File: config.mk
export PLATFORM = sky130hd
export DESIGN_NAME = mst_cell
export DESIGN_NICKNAME = d
export VERILOG_FILES = /design/src/rtl/core/mst_pkg.sv /design/src/rtl/core/mst_cell.sv
export SDC_FILE = /design/constraint.sdc
export NUM_CORES = 1
export LEC_CHECK = 0
export BUFFER_PORTS_ARGS = -buffer_cell sky130_fd_sc_hd__buf_2
export CAP_MARGIN = 30
export CORE_UTILIZATION = 45
export CTS_BUF_LIST = sky130_fd_sc_hd__clkbuf_16
export CTS_CLUSTER_DIAMETER = 120
export DETAILED_ROUTE_END_ITERATION = 8
export PLACE_DENSITY_LB_ADDON = 0.05
export SLEW_MARGIN = 20
export SYNTH_ARGS = -nofsm -noshare
export SYNTH_HDL_FRONTEND = slang
export SYNTH_SLANG_ARGS = --single-unit
File: constraint.sdc
create_clock -name clk -period 5.3 [get_ports clk]
set_input_delay 1.325 -clock clk [delete_from_list [all_inputs] [get_ports clk]]
set_output_delay 1.325 -clock clk [all_outputs]
set_load 0.01 [all_outputs]
File: src/rtl/core/mst_pkg.sv
// ----------------------------------------------------------------------------
// mst_pkg
// Shared types and codes for the minimum spanning tree engine.
// ----------------------------------------------------------------------------
package mst_pkg;

	typedef logic [1:0] opcode_t;

	localparam opcode_t OP_ADD_UNDIR = 2'd0;
	localparam opcode_t OP_ADD_DIR   = 2'd1;
	localparam opcode_t OP_RUN       = 2'd2;
	localparam opcode_t OP_CLEAR     = 2'd3;

	typedef enum logic [2:0] {
		ST_IDLE,
		ST_E_RD,
		ST_E_WR,
		ST_INIT,
		ST_JOIN,
		ST_SCAN,
		ST_DRAIN,
		ST_EMIT
	} mst_state_t;

	// broadcast control from the sequencer to every cell
	typedef struct packed {
		logic init;
		logic add_vtx;
	} cell_ctl_t;

endpackage

File: src/rtl/core/mst_cell.sv
// ----------------------------------------------------------------------------
// mst_cell
// One vertex of the tree search: holds visited flag, best edge length and
// its parent, folds in the matrix word for its vertex and passes the running
// minimum candidate on to the next cell.
// ----------------------------------------------------------------------------
module mst_cell #(
	parameter int IDX = 0,
	parameter int VW  = 4,
	parameter int WB  = 16
) (
	input  logic              clk,
	input  logic              arst_n,
	input  mst_pkg::cell_ctl_t ctl,
	input  logic [VW-1:0]     cur,
	input  logic              live,
	input  logic              active,
	input  logic [WB-1:0]     w,
	input  logic              tin_found,
	input  logic [WB-1:0]     tin_low,
	input  logic [VW-1:0]     tin_pick,
	input  logic [VW-1:0]     tin_par,
	output logic              tout_found_q,
	output logic [WB-1:0]     tout_low_q,
	output logic [VW-1:0]     tout_pick_q,
	output logic [VW-1:0]     tout_par_q
);

	localparam logic [VW-1:0] IdxV = VW'(IDX);

	logic          vis_q;
	logic [WB-1:0] best_q;
	logic [VW-1:0] par_q;
	logic          open_w;
	logic          upd;
	logic [WB-1:0] best_n;
	logic [VW-1:0] par_n;
	logic          cand;

	assign open_w = active && live && !vis_q;
	assign upd    = open_w && (w < best_q);
	assign best_n = upd ? w : best_q;
	assign par_n  = upd ? cur : par_q;
	assign cand   = open_w && (best_n < tin_low);

	always_ff @(posedge clk or negedge arst_n) begin
		if (!arst_n) begin
			vis_q        <= 1'b0;
			best_q       <= '1;
			par_q        <= '0;
			tout_found_q <= 1'b0;
		end else begin
			if (ctl.init) begin
				vis_q  <= 1'b0;
				best_q <= '1;
				par_q  <= '0;
			end else begin
				if (ctl.add_vtx && cur == IdxV) begin
					vis_q <= 1'b1;
				end
				if (upd) begin
					best_q <= w;
					par_q  <= cur;
				end
			end
			if (active) begin
				tout_found_q <= cand ? 1'b1 : tin_found;
			end
		end
	end

	always_ff @(posedge clk) begin
		if (active) begin
			tout_low_q  <= cand ? best_n : tin_low;
			tout_pick_q <= cand ? IdxV : tin_pick;
			tout_par_q  <= cand ? par_n : tin_par;
		end
	end

endmodule

==> summary.md, run 1 <==
| Metric | Value |
|---|---|
| Syn Std Cell Area | `approximately 0.0028 sq mm` |
| Number of vias per cell | `between 5 and 6` |
| Endpoints failing hold | `0` |
| Final design instance area without fill | `0.00368 sq mm` |
| Clock sink count | `46` |
| I/O Pins | `76` |
| Largest net degree at the start of global routing | `27` |
| Tightest Pin Transition | `0.573 ns` |
| TritonCTS clock tree | `yes` |
| Number of endpoints failing setup at the final stage | `0` |
| Arrival time reported for the critical path endpoint | `between 5 and 6 ns` |
| Hold WS | `0.504 ns` |
| Run status | `complete, no violations` |
| Starting density of the core | `47.1%` |
| Logic depth of the worst register-to-register path | `17` |
| Via count | `approximately 2,100` |
| Path type of the worst min-delay path | `flop to flop` |
| Antenna violations before repair | `0` |
| Die height | `slightly above 80 um` |
| Final Cycle Share | `between 90% and 100%` |
| Count of distinct cell types in the synthesized netlist | `36` |
| Relative max-transition margin | `slightly above 60%` |
| Max-slew violation count | `0` |
| Kind of launch point of the worst setup path | `input pin` |
| List of cells traversed by the critical path | `buf_2 -> ha_1 -> and4_4 -> nand2_2 -> or4_4 -> o211ai_4 -> buf_6 -> mux2_2 -> ha_1 -> a21oi_1 -> o21ai_0 -> inv_1 -> nand4_1 -> or3b_1 -> o311a_1 -> buf_4 -> mux2_4` |
| Gp weighted congestion | `between 0.8 and 0.9` |
| Number of routed nets with antenna violations | `0` |
| Most frequent cells in the layout | `sky130_fd_sc_hd__buf_2 (75), sky130_fd_sc_hd__inv_1 (38), sky130_fd_sc_hd__ha_1 (30)` |
| Type of destination of the critical path | `flop` |
| CP required | `5.33 ns` |
| Antenna diode count | `0` |
| Category of the most critical setup path | `input pin to flop` |
| WL/cell | `~15 um` |
| Longest Clk Path Bufs | `2` |
| Worst path max stage delay | `a little over 0.6 ns` |
| Max-capacitance violation count | `0` |
| Max stage delay cell, worst path | `sky130_fd_sc_hd__or4_4` |
| Post-Route Setup TNS | `0 ns` |
| Die Outline Area | `between 0.006 and 0.007 sq mm` |
| Leading cell type in the layout, fill and taps excluded | `sky130_fd_sc_hd__buf_2` |
| Average size of a mapped cell | `11.5 sq um` |
| Number of nets at the end of the flow | `roughly 430` |
| Peak supply drop | `between 0.0001 and 0.00015 V` |
| Total grt overflow | `0` |
| F_max | `around 190 MHz` |
| Number of placement rows | `28` |
| CORE AREA | `roughly 0.0060 sq mm` |
| Fill count | `503` |
| Count of buffers from port buffering | `75` |
| Register area share after synthesis | `between 40 and 50%` |
| Final wirelength | `6360 um` |
| Fin crit period | `approximately 5 ns` |
| Worst-path clk slew | `about 0.060 ns` |
| Post-synth net total | `326` |
| Detailed placer's ending HPWL | `about 4600 um` |
| Yosys Warn Count | `0` |
| Initial DRT Pass Iterations | `5` |
| Post-synthesis to final-layout area growth | `30.3%` |
| Clock network latency to the later pin of the worst-skew pair | `0.29 ns` |
| Layout cells sized above 1 | `51.4%` |
| Leakage component of the power | `approximately 1.9 nW` |
| Wire length of the first global-routing pass | `9720 um` |
| Register bit total from synthesis | `46` |
| Worst-path maximum fanout | `10` |
| Power per standard cell area | `between 200 and 300 mW/mm^2` |
| Cts bufs inserted | `5` |
| H-tree Lvls | `2` |
| Clock skew | `slightly above 0.005 ns` |
| Most frequent CP cell | `sky130_fd_sc_hd__ha_1` |
| Worst Hold Depth | `2` |
| Detailed router's first-iteration violation count | `between 60 and 70` |
| Global routing usage summed across all routing layers | `19.8%` |
| Horizontal die dimension | `slightly above 80 um` |
| Synth Instances | `245` |
| Via count of the first global-routing pass | `~2,100` |
| Clk root buf | `sky130_fd_sc_hd__clkbuf_16` |
| Core occupancy in the finished layout | `between 60% and 70%` |
| DRC Markers | `0` |
| Area of placed instances | `between 0.003 and 0.004 sq mm` |
| Total chip power | `~0.93 mW` |
critical path: cells and delay by family:
| family | cells | cell delay (ns) |
|---|---|---|
| compound gates | 4 | 0.58 |
| fa+ha+maj | 2 | 0.59 |
| buf+inv | 4 | 0.58 |
| mux | 2 | 0.66 |
| simple gates | 5 | 1.44 |
metal layers:
layer / global-route usage (%) / part of all wire [%] / routed length [um]
met1: 26.0 / 44 / 2820
met2: 32.3 / 49 / 3140
met3: 3.60 / 3.6 / 226
met4: 7.68 / 2.7 / 170
met5: 0 / 0 / 0
layout make-up:
class | count | area [sq um] | area share, %
Timing Repair Buffer | 107 | 636 | 17.3
Inverter | 37 | 139 | 3.78
Multi-Input combinational cell | 156 | 1380 | 37.5
Clock inverter | 3 | 13.8 | 0.374
Tap cell | 75 | 93.8 | 2.55
Sequential cell | 46 | 1290 | 35.1
Clock buffer | 5 | 125 | 3.40
power by group:
| part | internal (mW) | switching (mW) | leakage [nW] | total [mW] |
|---|---|---|---|---|
| clock | 0.171 | 0.130 | 0.0748 | 0.301 |
| combinational | 0.111 | 0.102 | 1.37 | 0.213 |
| sequential | 0.408 | 0.00709 | 0.482 | 0.415 |
| total | 0.691 | 0.239 | 1.92 | 0.930 |
synthesized netlist by cell type (all sizes together):
master   count  area share (%)
clkbuf       2            0.27
mux2i        9             3.2
or3b         1            0.31
dfrtp        6             5.3
a21oi       16             2.8
o211ai       3            0.98
nor2         9             1.2
and2         4            0.89
a41oi        1            0.31
a21o         1            0.27
or4          1            0.27
buf          5             1.5
and3b        1            0.31
o21a         2            0.53
a2111oi      1            0.31
or2         15             3.3
ha          30              13
mux2        30              13
nand3        2            0.35
nand2       10             1.3
nand4        3            0.67
and4         2            0.62
a31oi        1            0.22
o21ai        6             1.1
o2bb2ai      1            0.31
inv         37             4.9
nor4         2            0.44
dfstp       16              15
edfxtp      24              26
nand2b       2            0.44
a211oi       1            0.27
o311a        1            0.35
timing repair:
item	CTS	global route
endpoints found under the setup margin	0	24
buffers inserted	0	2
hold buffers	0	0
gates resized for setup	0	8
state kept, by name, indices dropped and copies added, names as in the netlist:
register,cells
best_q,16
par_q,4
tout_par_q,4
tout_pick_q,4
vis_q,1
tout_found_q,1
tout_low_q,16
cell families after synthesis:
group | count (synthesis) | synth area share (%)
AOI/OAI and AO/OA | 34 | 7.45
adders and majority gates | 30 | 13.3
buffers and inverters | 44 | 6.70
DFF | 46 | 45.8
muxes | 39 | 16.6
and+or+nand+nor | 52 | 10.2
worst paths after layout:
path / slack, ns / end / startpoint
setup / recovery: 0.15 / tout_low_q[7]$_DFFE_PP_ / w[15]
hold / removal: 0.50 / vis_q$_DFFE_PN0P_ / vis_q$_DFFE_PN0P_
setup reg to reg: 0.74 / tout_low_q[7]$_DFFE_PP_ / best_q[15]$_DFF_PN1_
hold reg to reg: 0.50 / vis_q$_DFFE_PN0P_ / vis_q$_DFFE_PN0P_
max in group asynchronous: 3.89 / best_q[5]$_DFF_PN1_ / arst_n
min in group asynchronous: 1.03 / tout_found_q$_DFFE_PN0P_ / arst_n
stage by stage:
stage	instances	setup WS, ns
final	429	0.150
after global routing	429	-0.0349
after CTS	426	0.0319
after detailed placement	418	-0.265
after global placement	418	-0.202
after floorplan	245	0.0391
Note: power is estimated with default switching activity, not from simulation.
==> inputs of run 2 (changes only) <==
==> constraint.sdc (replaced) <==
create_clock -name clk -period 5.3 [get_ports clk]
set_input_delay 0.53 -clock clk [delete_from_list [all_inputs] [get_ports clk]]
set_output_delay 0.53 -clock clk [all_outputs]
set_load 0.01 [all_outputs]
==> run 2 against run 1 <==
Against the previous run:
- register-to-register slack worse by 0.37 ns
- worst setup slack gained 0.22 ns
- largest power group unchanged
- wire length fell by 11%
- global-route usage is 1.2 points lower
==> summary.md, run 2 (synthesized netlist as in run 1, its figures left out) <==
| Metric | Value |
|---|---|
| Endpoints failing hold | `0 (unchanged)` |
| Total grt overflow | `0 (unchanged)` |
| Longest Clk Path Bufs | `2 (unchanged)` |
| Starting density of the core | `47.1% (unchanged)` |
| Initial DRT Pass Iterations | `4 (-1)` |
| Number of nets at the end of the flow | `404 (-6.9%)` |
| Start of the worst register-to-register path | `best_q[15]$_DFF_PN1_` |
| Detailed placer's ending HPWL | `4270 um (-7.2%)` |
| Antenna violations before repair | `0 (unchanged)` |
| Registers with the most flip-flops | `best_q (16), tout_low_q (16)` |
| TritonCTS clock tree | `yes` |
| Leakage component of the power | `1.75 nW (-9.1%)` |
| Via count | `1,970 (-8.2%)` |
| Clock sink count | `46 (unchanged)` |
| Final Cycle Share | `92.9% (-4.2 points)` |
| Kind of launch point of the worst setup path | `flop` |
| Horizontal die dimension | `81.2 um (unchanged)` |
| Antenna diode count | `0 (unchanged)` |
| WL/cell | `14.1 um (-4.7%)` |
| Via count of the first global-routing pass | `1,995 (-3.8%)` |
| CORE AREA | `0.00599 sq mm (unchanged)` |
| Core occupancy in the finished layout | `57.0% (-4.4 points)` |
| Post-Route Setup TNS | `0 ns (unchanged)` |
| F_max | `203 MHz (+4.6%)` |
| H-tree Lvls | `2 (unchanged)` |
| Power per standard cell area | `261 mW/mm^2 (+3.2%)` |
| DRC Markers | `0 (unchanged)` |
| Logic depth of the worst register-to-register path | `17 (unchanged)` |
| I/O Pins | `76 (unchanged)` |
| Number of vias per cell | `4.94 (-1.3%)` |
| CP required | `5.33 ns (about the same)` |
| Number of endpoints failing setup at the final stage | `0 (unchanged)` |
| Relative max-transition margin | `44.7% (-17 points)` |
| Worst-path clk slew | `0.06 ns (about the same)` |
| Run status | `complete, no violations` |
| Unrepaired setup endpoints after global routing | `false` |
| Clock network latency to the later pin of the worst-skew pair | `0.28 ns (about the same)` |
| Total chip power | `0.891 mW (-4.2%)` |
| Max-capacitance violation count | `0 (unchanged)` |
| Type of destination of the critical path | `flop` |
| Wire length of the first global-routing pass | `9160 um (-5.7%)` |
| Gp weighted congestion | `0.769 (-7.6%)` |
| Worst-path maximum fanout | `18 (+8)` |
| Fin crit period | `4.93 ns (-0.225 ns)` |
| Buffer count from post-CTS setup fixing | `0 (unchanged)` |
| Leading cell type in the layout, fill and taps excluded | `sky130_fd_sc_hd__buf_2` |
| Path type of the worst min-delay path | `input pin to asynchronous set/reset pin` |
| Launching instance or port of the critical path | `best_q[15]$_DFF_PN1_` |
| Clk root buf | `sky130_fd_sc_hd__clkbuf_16` |
| Category of the most critical setup path | `flop to flop` |
| Detailed router's first-iteration violation count | `50 (-22%)` |
| Count of buffers from port buffering | `75 (unchanged)` |
| Largest net degree at the start of global routing | `27 (unchanged)` |
| Number of placement rows | `28 (unchanged)` |
| Tightest Pin Transition | `0.827 ns (+0.254 ns)` |
| Final wirelength | `5630 um (-11%)` |
| Die height | `81.2 um (unchanged)` |
| Peak supply drop | `0.000168 V (+23%)` |
| Die Outline Area | `0.00659 sq mm (unchanged)` |
| Post-synthesis to final-layout area growth | `21.0%` |
| Clock skew | `0.00601 ns (+0.000851 ns)` |
| Number of routed nets with antenna violations | `0 (unchanged)` |
| Global routing usage summed across all routing layers | `18.6% (-1.2 points)` |
| Max-slew violation count | `0 (unchanged)` |
| Layout cells sized above 1 | `45.1% (-6.4 points)` |
| Cts bufs inserted | `5 (unchanged)` |
| Most frequent cells in the layout | `sky130_fd_sc_hd__buf_2 (75), sky130_fd_sc_hd__inv_1 (37), sky130_fd_sc_hd__ha_1 (30)` |
| Arrival time reported for the critical path endpoint | `4.96 ns (-0.23 ns)` |
run 2: path summary, 6_finish.rpt:
check / endpoint / slack, ns
min in group clk: tout_found_q$_DFFE_PN0P_ / 0.49
max in group asynchronous: best_q[2]$_DFF_PN1_ / 4.70
worst max register to register: tout_low_q[10]$_DFFE_PP_ / 0.37
worst max-delay path: tout_low_q[10]$_DFFE_PP_ / 0.37
worst min register to register: vis_q$_DFFE_PN0P_ / 0.52
worst min-delay path: tout_found_q$_DFFE_PN0P_ / 0.23
run 2: power breakdown:
group          internal (mW)  switching [mW]
clock network          0.170           0.126
logic                 0.0872          0.0923
registers              0.408         0.00669
run 2: layout make-up:
class / count / area (sq um)
clock inverters: 3 / 11.3
well taps: 75 / 93.8
clock buffers: 5 / 125
inverters: 37 / 139
flip-flops and latches: 46 / 1290
multi-input cells: 155 / 1340
repair buffers: 78 / 410
fillers: 550 / 2580
run 2: through the flow:
stage          setup slack [ns]  std cells  instance area [sq um]  hold slack, ns
4_1_cts                   0.232        399                   3410           0.251
5_1_grt                   0.113        399                   3410           0.264
2_1_floorplan             0.717        245                   2820           0.234
3_3_place_gp              0.296        391                   3280           0.483
6_report                  0.374        399                   3410           0.229
3_5_place_dp              0.167        391                   3280           0.514
run 2: repair_timing:
action	4_1_cts	5_1_grt
setup endpoints to repair	0	1
hold buffers	0	0
gates resized for setup	0	1
endpoints found under the hold margin	0	0
run 2: layer usage:
layer | routed length (um) | GRT usage [%]
met5 | 0 | 0
met2 | 2730 | 31.0
met1 | 2610 | 24.3
met4 | 57 | 4.82
met3 | 232 | 4.16
run 2: worst max-delay path, stage by stage, from the launching register on:
cell and delay, ns:
sky130_fd_sc_hd__dfstp_2 0.53, sky130_fd_sc_hd__inv_1 0.04, sky130_fd_sc_hd__ha_1 0.30, sky130_fd_sc_hd__and4_1 0.23, sky130_fd_sc_hd__nand2_1 0.09, sky130_fd_sc_hd__or4_1 0.54, sky130_fd_sc_hd__o211ai_2 0.33, sky130_fd_sc_hd__buf_4 0.31
sky130_fd_sc_hd__mux2_2 0.38, sky130_fd_sc_hd__ha_1 0.30, sky130_fd_sc_hd__a21oi_1 0.14, sky130_fd_sc_hd__o21ai_0 0.15, sky130_fd_sc_hd__inv_1 0.10, sky130_fd_sc_hd__nand4_1 0.13, sky130_fd_sc_hd__or3b_1 0.37, sky130_fd_sc_hd__o311a_2 0.23
sky130_fd_sc_hd__buf_12 0.20, sky130_fd_sc_hd__mux2_4 0.30
==> inputs of run 3 (changes only) <==
Settings changed: MAX_ROUTING_LAYER set to met4.
==> run 3 against run 2 <==
Against the previous run:
- die area is the same
- final area stayed put
- utilization did not move
- total power about the same
- sequential cell count unchanged
==> summary.md, run 3 (synthesized netlist as in run 1, its figures left out) <==
| Metric | Value |
|---|---|
| Run status | `complete, no violations` |
| Total placed cells including tap cells | `391 (unchanged)` |
| Total grt overflow | `0 (unchanged)` |
| Initial DRT Pass Iterations | `4 (unchanged)` |
| Leading cell type in the layout, fill and taps excluded | `sky130_fd_sc_hd__buf_2` |
| Tightest Pin Transition | `0.827 ns (+0.00000918 ns)` |
| Worst-path maximum fanout | `18 (unchanged)` |
| Clock skew | `0.00594 ns (-0.0000723 ns)` |
| Via count of the first global-routing pass | `1,996 (+0.050%)` |
| Peak supply drop | `0.000169 V (about the same)` |
| Gp weighted congestion | `0.779 (+1.4%)` |
| Arrival time reported for the critical path endpoint | `4.96 ns (about the same)` |
| Die height | `81.2 um (unchanged)` |
| Detailed placer's ending HPWL | `4270 um (unchanged)` |
| Number of routed nets with antenna violations | `0 (unchanged)` |
| Max stage delay cell, worst path | `sky130_fd_sc_hd__or4_1` |
| Most frequent cells in the layout | `sky130_fd_sc_hd__buf_2 (75), sky130_fd_sc_hd__inv_1 (37), sky130_fd_sc_hd__ha_1 (30)` |
| Longest Clk Path Bufs | `2 (unchanged)` |
| Area of placed instances | `0.00328 sq mm (unchanged)` |
| WL/cell | `14.1 um (about the same)` |
| Kind of launch point of the worst setup path | `flop` |
| Horizontal die dimension | `81.2 um (unchanged)` |
| DRC Markers | `0 (unchanged)` |
| Post-Route Setup TNS | `0 ns (unchanged)` |
| Buffer count from post-CTS setup fixing | `0 (unchanged)` |
| Core occupancy in the finished layout | `57.0% (unchanged)` |
| Leakage component of the power | `1.75 nW (unchanged)` |
| Detailed router's first-iteration violation count | `62 (+24%)` |
| Antenna violations before repair | `0 (unchanged)` |
| Type of destination of the critical path | `flop` |
| List of cells traversed by the critical path | `inv_1 -> ha_1 -> and4_1 -> nand2_1 -> or4_1 -> o211ai_2 -> buf_4 -> mux2_2 -> ha_1 -> a21oi_1 -> o21ai_0 -> inv_1 -> nand4_1 -> or3b_1 -> o311a_2 -> buf_12 -> mux2_4` |
| Unrepaired setup endpoints after global routing | `false` |
| Final Cycle Share | `93.0% (about the same)` |
| Worst setup slack after placement | `0.167 ns (unchanged)` |
| Worst path max stage delay | `0.54 ns (about the same)` |
| CORE AREA | `0.00599 sq mm (unchanged)` |
| H-tree Lvls | `2 (unchanged)` |
| F_max | `203 MHz (about the same)` |
| Number of vias per cell | `4.93 (-0.10%)` |
| Antenna diode count | `0 (unchanged)` |
| Clock sink count | `46 (unchanged)` |
| Path type of the worst min-delay path | `input pin to asynchronous set/reset pin` |
| Final wirelength | `5640 um (about the same)` |
| Registers with the most flip-flops | `best_q (16), tout_low_q (16)` |
| Number of endpoints failing setup at the final stage | `0 (unchanged)` |
| Relative max-transition margin | `44.7% (about the same)` |
| Endpoints failing hold | `0 (unchanged)` |
| Power per standard cell area | `261 mW/mm^2 (about the same)` |
| Max-slew violation count | `0 (unchanged)` |
| Number of placement rows | `28 (unchanged)` |
| Post-synthesis to final-layout area growth | `21.0% (unchanged)` |
| Total of cells resized after clock tree synthesis | `0 (unchanged)` |
| Largest net degree at the start of global routing | `27 (unchanged)` |
| Worst-path clk slew | `0.06 ns (about the same)` |
| Layout cells sized above 1 | `45.1% (unchanged)` |
| Number of nets at the end of the flow | `404 (unchanged)` |
| CP required | `5.33 ns (about the same)` |
| Via count | `1,968 (-0.10%)` |
| Wire length of the first global-routing pass | `9160 um (about the same)` |
| Fill count | `550 (unchanged)` |
| Non-Filler Instances | `399 (unchanged)` |
| Count of buffers from port buffering | `75 (unchanged)` |
| Post-CTS Hold Buffers | `0 (unchanged)` |
| Clk root buf | `sky130_fd_sc_hd__clkbuf_16` |
| Starting density of the core | `47.1% (unchanged)` |
| TritonCTS clock tree | `yes` |
| Die Outline Area | `0.00659 sq mm (unchanged)` |
| I/O Pins | `76 (unchanged)` |
| Cts bufs inserted | `5 (unchanged)` |
| Fin crit period | `4.93 ns (+0.000956 ns)` |
| Final design instance area without fill | `0.00341 sq mm (unchanged)` |
| Max-capacitance violation count | `0 (unchanged)` |
| Clock network latency to the later pin of the worst-skew pair | `0.28 ns (about the same)` |
| Global routing usage summed across all routing layers | `19.2% (+0.55 points)` |
| Category of the most critical setup path | `flop to flop` |
| PnR worst setup slack | `0.373 ns (-0.000956 ns)` |
run 3: worst paths after layout:
path,from,to,slack (ns),depth (start not counted)
setup / recovery,best_q[15]$_DFF_PN1_,tout_low_q[10]$_DFFE_PP_,0.37,17
hold / removal,arst_n,tout_found_q$_DFFE_PN0P_,0.23,1
setup reg to reg,best_q[15]$_DFF_PN1_,tout_low_q[10]$_DFFE_PP_,0.37,17
hold reg to reg,vis_q$_DFFE_PN0P_,vis_q$_DFFE_PN0P_,0.52,2
max in group asynchronous,arst_n,best_q[2]$_DFF_PN1_,4.70,1
min in group clk,tin_found,tout_found_q$_DFFE_PN0P_,0.49,3
run 3: final cells by class:
type	instances	area [sq um]	area share, %
clock inverter	3	11.3	0.330
sequential	46	1290	37.8
timing repair buffer	78	410	12.0
tap	75	93.8	2.75
inverter	37	139	4.07
multi-input combinational	155	1340	39.3
clock buffer	5	125	3.67
run 3: power by group:
| part | internal, mW | leakage [nW] | switching [mW] |
|---|---|---|---|
| registers | 0.408 | 0.482 | 0.00669 |
| clock network | 0.170 | 0.0663 | 0.126 |
| logic | 0.0872 | 1.20 | 0.0923 |
| total | 0.665 | 1.75 | 0.225 |
run 3: per-layer routing:
metal	vias up	global-route usage, %	part of all wire (%)
li1	1013	-	-
met1	904	24.7	47
met2	45	31.0	48
met3	6	3.48	3.6
met4	0	4.82	0.98
met5	-	-	0
run 3: per-stage QoR:
step | power, mW | hold WS (ns)
global placement | 0.602 | 0.483
detailed placement | 0.603 | 0.514
floorplan | 0.536 | 0.234
CTS | 0.902 | 0.251
finish | 0.891 | 0.229
global route | 0.937 | 0.264
run 3: critical path: cells and delay by family, from the launching register on:
kind | cells | cell delay (ns)
flops | 1 | 0.53
simple gates | 5 | 1.35
mux | 2 | 0.68
buf+inv | 4 | 0.65
fa+ha+maj | 2 | 0.60
compound gates | 4 | 0.85
